## src/hdl/pmce_pkg.sv

```systemverilog
// ----------------------------------------------------------------------------
// pmce_pkg
// Number format, codes, shared types and saturating helpers of the PMOS
// level-1 companion evaluator.
// ----------------------------------------------------------------------------
`timescale 1ns / 1ps

package pmce_pkg;

    // Fixed point word: signed, FRAC_BITS fraction bits
    localparam int FRAC_BITS = 32;
    localparam int WORD_BITS = 48;

    // Configuration port
    localparam int CFG_BITS     = 48;
    localparam int CFG_IDX_BITS = 2;
    localparam int VA_BITS      = 47;
    localparam int K_BITS       = 47;

    localparam logic [CFG_IDX_BITS-1:0] REG_THRESHOLD = 2'd0;
    localparam logic [CFG_IDX_BITS-1:0] REG_EARLY     = 2'd1;
    localparam logic [CFG_IDX_BITS-1:0] REG_GAIN      = 2'd2;

    // Operating region codes
    localparam logic [1:0] REGION_CUTOFF     = 2'd0;
    localparam logic [1:0] REGION_SATURATION = 2'd1;
    localparam logic [1:0] REGION_TRIODE     = 2'd2;

    // Shared unit operations
    localparam logic OP_MUL = 1'b0;
    localparam logic OP_DIV = 1'b1;

    // Shared unit sizing
    localparam int MUL_DIGIT = 16;
    localparam int MUL_STEPS = WORD_BITS / MUL_DIGIT;
    localparam int DIV_STEPS = WORD_BITS - 1;
    localparam int CNT_BITS  = $clog2(DIV_STEPS);
    localparam int ACC_BITS  = 2 * WORD_BITS;

    typedef logic signed [WORD_BITS-1:0] word_t;

    localparam word_t WORD_MAX = word_t'({1'b0, {(WORD_BITS-1){1'b1}}});
    localparam word_t WORD_MIN = word_t'({1'b1, {(WORD_BITS-1){1'b0}}});

    // 0.1 V rounded to nearest, used for the start point
    localparam word_t ONE_TENTH =
        word_t'(((64'd1 << FRAC_BITS) + 64'd5) / 64'd10);

    // Register defaults: Vt = 0.5 V, Va = 10 V, K = 1e-3 A/V^2
    localparam logic [WORD_BITS-1:0] VT_RESET = WORD_BITS'(64'd1 << (FRAC_BITS - 1));
    localparam logic [VA_BITS-1:0]   VA_RESET = VA_BITS'(64'd10 << FRAC_BITS);
    localparam logic [K_BITS-1:0]    K_RESET  =
        K_BITS'(((64'd1 << FRAC_BITS) + 64'd500) / 64'd1000);

    // Sequencer to shared unit
    typedef struct packed {
        logic start;
        logic op;
    } unit_ctl_t;

    // Shared unit to sequencer
    typedef struct packed {
        logic done;
        logic clip;
    } unit_sts_t;

    typedef struct packed {
        logic  clip;
        word_t value;
    } sat_word_t;

    // a + b clipped to the word range
    function automatic sat_word_t sat_add(input word_t a, input word_t b);
        logic [WORD_BITS:0] d;
        sat_word_t r;
        d = {a[WORD_BITS-1], a} + {b[WORD_BITS-1], b};
        r.clip = (d[WORD_BITS] != d[WORD_BITS-1]);
        if (r.clip)
        begin
            r.value = d[WORD_BITS] ? WORD_MIN : WORD_MAX;
        end
        else
        begin
            r.value = d[WORD_BITS-1:0];
        end
        return r;
    endfunction

    // a - b clipped to the word range
    function automatic sat_word_t sat_sub(input word_t a, input word_t b);
        logic [WORD_BITS:0] d;
        sat_word_t r;
        d = {a[WORD_BITS-1], a} - {b[WORD_BITS-1], b};
        r.clip = (d[WORD_BITS] != d[WORD_BITS-1]);
        if (r.clip)
        begin
            r.value = d[WORD_BITS] ? WORD_MIN : WORD_MAX;
        end
        else
        begin
            r.value = d[WORD_BITS-1:0];
        end
        return r;
    endfunction

    // v / 2 truncated toward zero
    function automatic word_t half_toward_zero(input word_t v);
        word_t adj;
        adj = v + word_t'({{(WORD_BITS-1){1'b0}}, v[WORD_BITS-1]});
        return adj >>> 1;
    endfunction

    // Absolute value as an unsigned word (the most negative word maps to 2^(W-1))
    function automatic logic [WORD_BITS-1:0] magnitude(input word_t v);
        logic [WORD_BITS-1:0] u;
        u = v;
        return u[WORD_BITS-1] ? (~u + 1'b1) : u;
    endfunction

endpackage

```

## src/hdl/pmce_unit.sv

```systemverilog
// ----------------------------------------------------------------------------
// pmce_unit
// Shared iterative arithmetic unit: saturating fixed point multiply in
// 16-bit digit steps, and restoring division one quotient bit per cycle.
// ----------------------------------------------------------------------------
`timescale 1ns / 1ps

module pmce_unit (
    input  logic                clk,
    input  logic                rst_n,
    input  pmce_pkg::unit_ctl_t ctl,
    input  pmce_pkg::word_t     opa,
    input  pmce_pkg::word_t     opb,
    output pmce_pkg::unit_sts_t sts,
    output pmce_pkg::word_t     result
);
    import pmce_pkg::*;

    localparam int MAG_BITS = ACC_BITS - FRAC_BITS;

    localparam logic [1:0] U_IDLE = 2'd0;
    localparam logic [1:0] U_MUL  = 2'd1;
    localparam logic [1:0] U_DIV  = 2'd2;
    localparam logic [1:0] U_FIN  = 2'd3;

    localparam logic [MAG_BITS-1:0] LIM_NEG = MAG_BITS'(1) << (WORD_BITS - 1);
    localparam logic [MAG_BITS-1:0] LIM_POS = LIM_NEG - MAG_BITS'(1);

    logic [1:0]                      state_reg, state_next;
    logic [CNT_BITS-1:0]             cnt_reg, cnt_next;
    logic                            op_reg, op_next;
    logic                            neg_reg, neg_next;
    logic                            ovf_reg, ovf_next;
    logic [WORD_BITS-1:0]            x_reg, x_next;
    logic [WORD_BITS-1:0]            y_reg, y_next;
    logic [ACC_BITS-1:0]             acc_reg, acc_next;
    logic                            done_reg, done_next;
    logic                            flag_reg, flag_next;
    word_t                           res_reg, res_next;

    logic [WORD_BITS+MUL_DIGIT-1:0]  pp;
    logic [WORD_BITS:0]              trial;
    logic [MAG_BITS-1:0]             mag;
    logic [MAG_BITS-1:0]             lim;
    logic                            mul_clip;
    logic [WORD_BITS-1:0]            sat_mag;
    logic [ACC_BITS-1:0]             div_num;
    logic                            div_ovf;

    // Digit product, division trial subtract and product clipping
    always_comb
    begin
        pp       = x_reg * y_reg[WORD_BITS-1 -: MUL_DIGIT];
        trial    = {1'b0, acc_reg[ACC_BITS-3 : WORD_BITS-2]} - {1'b0, y_reg};
        mag      = acc_reg[ACC_BITS-1:FRAC_BITS];
        lim      = neg_reg ? LIM_NEG : LIM_POS;
        mul_clip = (mag > lim);
        sat_mag  = mul_clip ? lim[WORD_BITS-1:0] : mag[WORD_BITS-1:0];
        div_num  = ACC_BITS'({opa, {FRAC_BITS{1'b0}}});
        div_ovf  = (div_num >= ACC_BITS'({opb, {(WORD_BITS-1){1'b0}}}));
    end

    // Step sequencer
    always_comb
    begin
        state_next = state_reg;
        cnt_next   = cnt_reg;
        op_next    = op_reg;
        neg_next   = neg_reg;
        ovf_next   = ovf_reg;
        x_next     = x_reg;
        y_next     = y_reg;
        acc_next   = acc_reg;
        done_next  = 1'b0;
        flag_next  = flag_reg;
        res_next   = res_reg;

        unique case (state_reg)
            U_IDLE:
            begin
                if (ctl.start)
                begin
                    op_next  = ctl.op;
                    cnt_next = '0;
                    if (ctl.op == OP_MUL)
                    begin
                        x_next     = magnitude(opa);
                        y_next     = magnitude(opb);
                        neg_next   = opa[WORD_BITS-1] ^ opb[WORD_BITS-1];
                        acc_next   = '0;
                        state_next = U_MUL;
                    end
                    else
                    begin
                        y_next     = opb;
                        acc_next   = div_num;
                        ovf_next   = div_ovf;
                        state_next = div_ovf ? U_FIN : U_DIV;
                    end
                end
            end

            U_MUL:
            begin
                // Most significant digit first: shift and accumulate
                acc_next = (acc_reg << MUL_DIGIT) + ACC_BITS'(pp);
                y_next   = y_reg << MUL_DIGIT;
                cnt_next = cnt_reg + 1'b1;
                if (cnt_reg == CNT_BITS'(MUL_STEPS - 1))
                begin
                    state_next = U_FIN;
                end
            end

            U_DIV:
            begin
                // Shift the partial remainder in by one bit, keep it if it fits
                if (!trial[WORD_BITS])
                begin
                    acc_next = {1'b0, trial[WORD_BITS-1:0], acc_reg[WORD_BITS-3:0], 1'b1};
                end
                else
                begin
                    acc_next = {1'b0, acc_reg[ACC_BITS-3 : WORD_BITS-2],
                                acc_reg[WORD_BITS-3:0], 1'b0};
                end
                cnt_next = cnt_reg + 1'b1;
                if (cnt_reg == CNT_BITS'(DIV_STEPS - 1))
                begin
                    state_next = U_FIN;
                end
            end

            U_FIN:
            begin
                done_next  = 1'b1;
                state_next = U_IDLE;
                if (op_reg == OP_MUL)
                begin
                    flag_next = mul_clip;
                    res_next  = neg_reg ? word_t'(~sat_mag + 1'b1) : word_t'(sat_mag);
                end
                else
                begin
                    flag_next = ovf_reg;
                    res_next  = ovf_reg ? WORD_MAX
                                        : word_t'({1'b0, acc_reg[WORD_BITS-2:0]});
                end
            end

            default:
            begin
                state_next = U_IDLE;
            end
        endcase
    end

    // Control state
    always_ff @(posedge clk or negedge rst_n)
    begin
        if (!rst_n)
        begin
            state_reg <= U_IDLE;
            done_reg  <= 1'b0;
        end
        else
        begin
            state_reg <= state_next;
            done_reg  <= done_next;
        end
    end

    // Datapath
    always_ff @(posedge clk)
    begin
        cnt_reg  <= cnt_next;
        op_reg   <= op_next;
        neg_reg  <= neg_next;
        ovf_reg  <= ovf_next;
        x_reg    <= x_next;
        y_reg    <= y_next;
        acc_reg  <= acc_next;
        flag_reg <= flag_next;
        res_reg  <= res_next;
    end

    assign sts.done = done_reg;
    assign sts.clip = flag_reg;
    assign result   = res_reg;

endmodule

```

## config.mk

```make
export PLATFORM = sky130hd
export DESIGN_NAME = pmce_unit
export DESIGN_NICKNAME = d
export VERILOG_FILES = /design/src/hdl/pmce_pkg.sv /design/src/hdl/pmce_unit.sv
export SDC_FILE = /design/constraint.sdc
export NUM_CORES = 2
export LEC_CHECK = 0
export BUFFER_PORTS_ARGS = -buffer_cell sky130_fd_sc_hd__buf_2
export CORE_AREA = 2 2 339 341
export CTS_CLUSTER_SIZE = 8
export DETAILED_ROUTE_END_ITERATION = 7
export DIE_AREA = 0 0 341 343
export GPL_TIMING_DRIVEN = 0
export PLACE_DENSITY_LB_ADDON = 0.1
export SKIP_CTS_REPAIR_TIMING = 1
export SYNTH_ARGS = -nofsm -noshare
export SYNTH_HDL_FRONTEND = slang
export SYNTH_SLANG_ARGS = --single-unit
```

## constraint.sdc

```tcl
create_clock -name clk -period 18.7 [get_ports clk]
set_clock_uncertainty 0.15 [all_clocks]
set_input_delay 5.61 -clock clk [delete_from_list [all_inputs] [get_ports clk]]
set_output_delay 5.61 -clock clk [all_outputs]
set_load 0.02 [all_outputs]
```

==> results.txt <==
Core Area: 113000 um2
Largest register FFs: 96
Final Setup Violations: 0
Post-synthesis sequential area ratio: 0.168
Die Ht: 343 um
Initial DRC Count: 3695
Setup TNS Final: 0 ns
FF-to-FF Start: y_reg[44]
Crit path max-delay family: adder cells
Via count: 39000
Post-DP HPWL: 164000 um
First-pass GRT wire length: 285000 um
Final wirelength: 196000 um
Worst setup margin: 7.50 ns
Flops & latches, synth: 253
Worst hold path startpoint: state_reg[0]
Commonest non-fill, non-tap cell in the layout: inv_1
Syn avg cell area: 8.67 um2
Startpoint types: flop
Nets: 6476
DP Worst Slack: 7.81 ns
Warnings, synthesis: 0
TritonCTS buffer count: 39
Worst Path Required: 18.82 ns
Cells after Synth: 5197
Clock Sinks: 253
1st-pass router iterations: 6
Post-Syn Area: 45100 um2
Initial antenna violation count: 14
Routability Congestion: 0.976
Post-route ant nets: 0
H-tree depth: 2
Syn Nets: 6278
CTS tree: yes
Failing checks: capacitance limit, slew limit
Die ar.: 117000 um2
Highest-count cells in the layout ignoring fill and taps: 1042 x inv_1, 725 x nand2_1, 691 x fa_1
Synth-to-Final Area Change: 8.76%
MaxCap Viol Count: 1
Via count of the first global-routing pass: 40200
Max incr delay on CP: 0.97 ns
Synth async-reset ratio: 0.0119
Port Buffers: 149
Slew headroom: -0.0535
Average wire per standard cell: 28.3 um
Data arrival, critical path: 11.32 ns
# rows: 124
Worst-Margin Slew: 1.58 ns
Run status: finished, violations left
Worst setup path startpoint: y_reg[44]
Critical Path Fanout Max: 10
Gr usage total: 0.340
Post-synth EDFFs: 250
Starting density of the core: 0.397
Fin. Hold Viols: 0
Maximum operating frequency: 89.3 MHz
Prevailing post-synth register cell: edfxtp_1
CTS Root Cell: clkbuf_16
DRC viols: 0
Clk Latency, worst-skew pair: 0.60 ns
Largest net degree at the start of global routing: 59
Fin crit period: 11.20 ns
RSZ-0062 raised after global routing: false
Grt ovf: 0
Worst Setup End Kind: flop
Maximum buffer depth of the clock tree: 3
Crit Path Category: flop to flop
HP Class: flop to flop
Most used cell, CP: fa_1
Clock transition at path regs: 0.06 ns
Slowest-stage cell, CP: nor4bb_1
# IOs: 150
Layout fillers: 11600
Final critical-path share of the clock period: 0.599
Fin. max-slew vios: 11
Buf/Inv on CP: 7
DR vias/cell: 5.62
Layout cells sized above 1: 0.0449
Synth unique cells: 80
Chip Width: 341 um
[per-stage QoR]
| stage | utilization | cells | hold slack [ns] | instance area, um2 |
|---|---|---|---|---|
| finish | 0.432 | 6931 | 0.412 | 49000 |
| global route | 0.432 | 6926 | 0.449 | 49000 |
| CTS | 0.432 | 6926 | 0.416 | 49000 |
| detailed placement | 0.423 | 6866 | 0.404 | 47900 |
| global placement | 0.421 | 6858 | 0.412 | 47700 |
| floorplan | - | 5197 | 0.352 | 45100 |
[area by class of cell]
| type | count | area, um2 | area share |
|---|---|---|---|
| Antenna cell | 5 | 12.5 | 0.000255 |
| Buffer | 277 | 1050 | 0.0214 |
| Clock buffer | 53 | 1040 | 0.0212 |
| Clock inverter | 7 | 43.8 | 0.000893 |
| Inverter | 1042 | 3910 | 0.0798 |
| Multi-Input combinational cell | 3625 | 32600 | 0.664 |
| Sequential cell | 253 | 7580 | 0.155 |
| Tap cell | 1512 | 1890 | 0.0386 |
| Timing Repair Buffer | 157 | 926 | 0.0189 |
[tightest hold or removal path, stage by stage, from the launching register on]
cell     delay (ns)
dfrtp_1        0.39
nand2_1        0.06
o21ai_0        0.07
[path summary, 6_finish.rpt]
kind / endpoint / depth (start not counted) / slack (ns)
max: acc_reg[84] / 26 / 7.50
max in group asynchronous: done_reg / 1 / 13.63
min in group asynchronous: state_reg[0] / 1 / 4.66
max reg2reg: acc_reg[84] / 26 / 7.50
min: state_reg[0] / 2 / 0.41
min reg2reg: state_reg[0] / 2 / 0.41
[cell families after synthesis]
group,Yosys count,share of synthesized area
muxes,22,0.00494
buffers and inverters,1319,0.110
xor gates and xnor gates,219,0.0426
and+or+nand+nor,1518,0.160
adders and majority gates,981,0.387
DFF,253,0.168
AOI/OAI and AO/OA,885,0.126
[routing by layer]
layer  global-route usage  part of all wire
met5                    0           0.00046
met4                0.186             0.067
met3               0.0561             0.069
met2                0.565              0.47
met1                0.423              0.39
[Yosys cell counts, drive strengths merged (8+ instances only)]
library cell	count	share of area
fa	691	0.31
a21oi	212	0.024
o2111ai	12	0.0023
nor2	181	0.015
nor2b	27	0.0037
o21a	21	0.0035
a221o	22	0.0049
ha	290	0.080
or2	12	0.0017
and2	270	0.037
o21ai	220	0.024
a21o	102	0.017
inv	1042	0.087
and4	8	0.0016
and3	31	0.0043
nand3	52	0.0058
nand2b	28	0.0042
o22ai	48	0.0067
a22oi	19	0.0032
o21bai	12	0.0020
xnor2	149	0.029
o31ai	36	0.0063
a211oi	16	0.0027
buf	10	0.0010
nor3b	8	0.0013
nand4	42	0.0058
nor4	26	0.0036
or4	17	0.0033
nand2	726	0.060
clkbuf	267	0.022
or3	27	0.0040
o211ai	21	0.0035
edfxtp	250	0.17
nor3	49	0.0054
a41oi	12	0.0023
xor2	70	0.014
o31a	10	0.0019
o41ai	10	0.0019
a31oi	33	0.0046
o221ai	12	0.0023
mux2i	20	0.0044
Power is left out: the tool's default activity adds up to more than one toggle a clock period on the data nets, which glitch-free logic cannot reach.
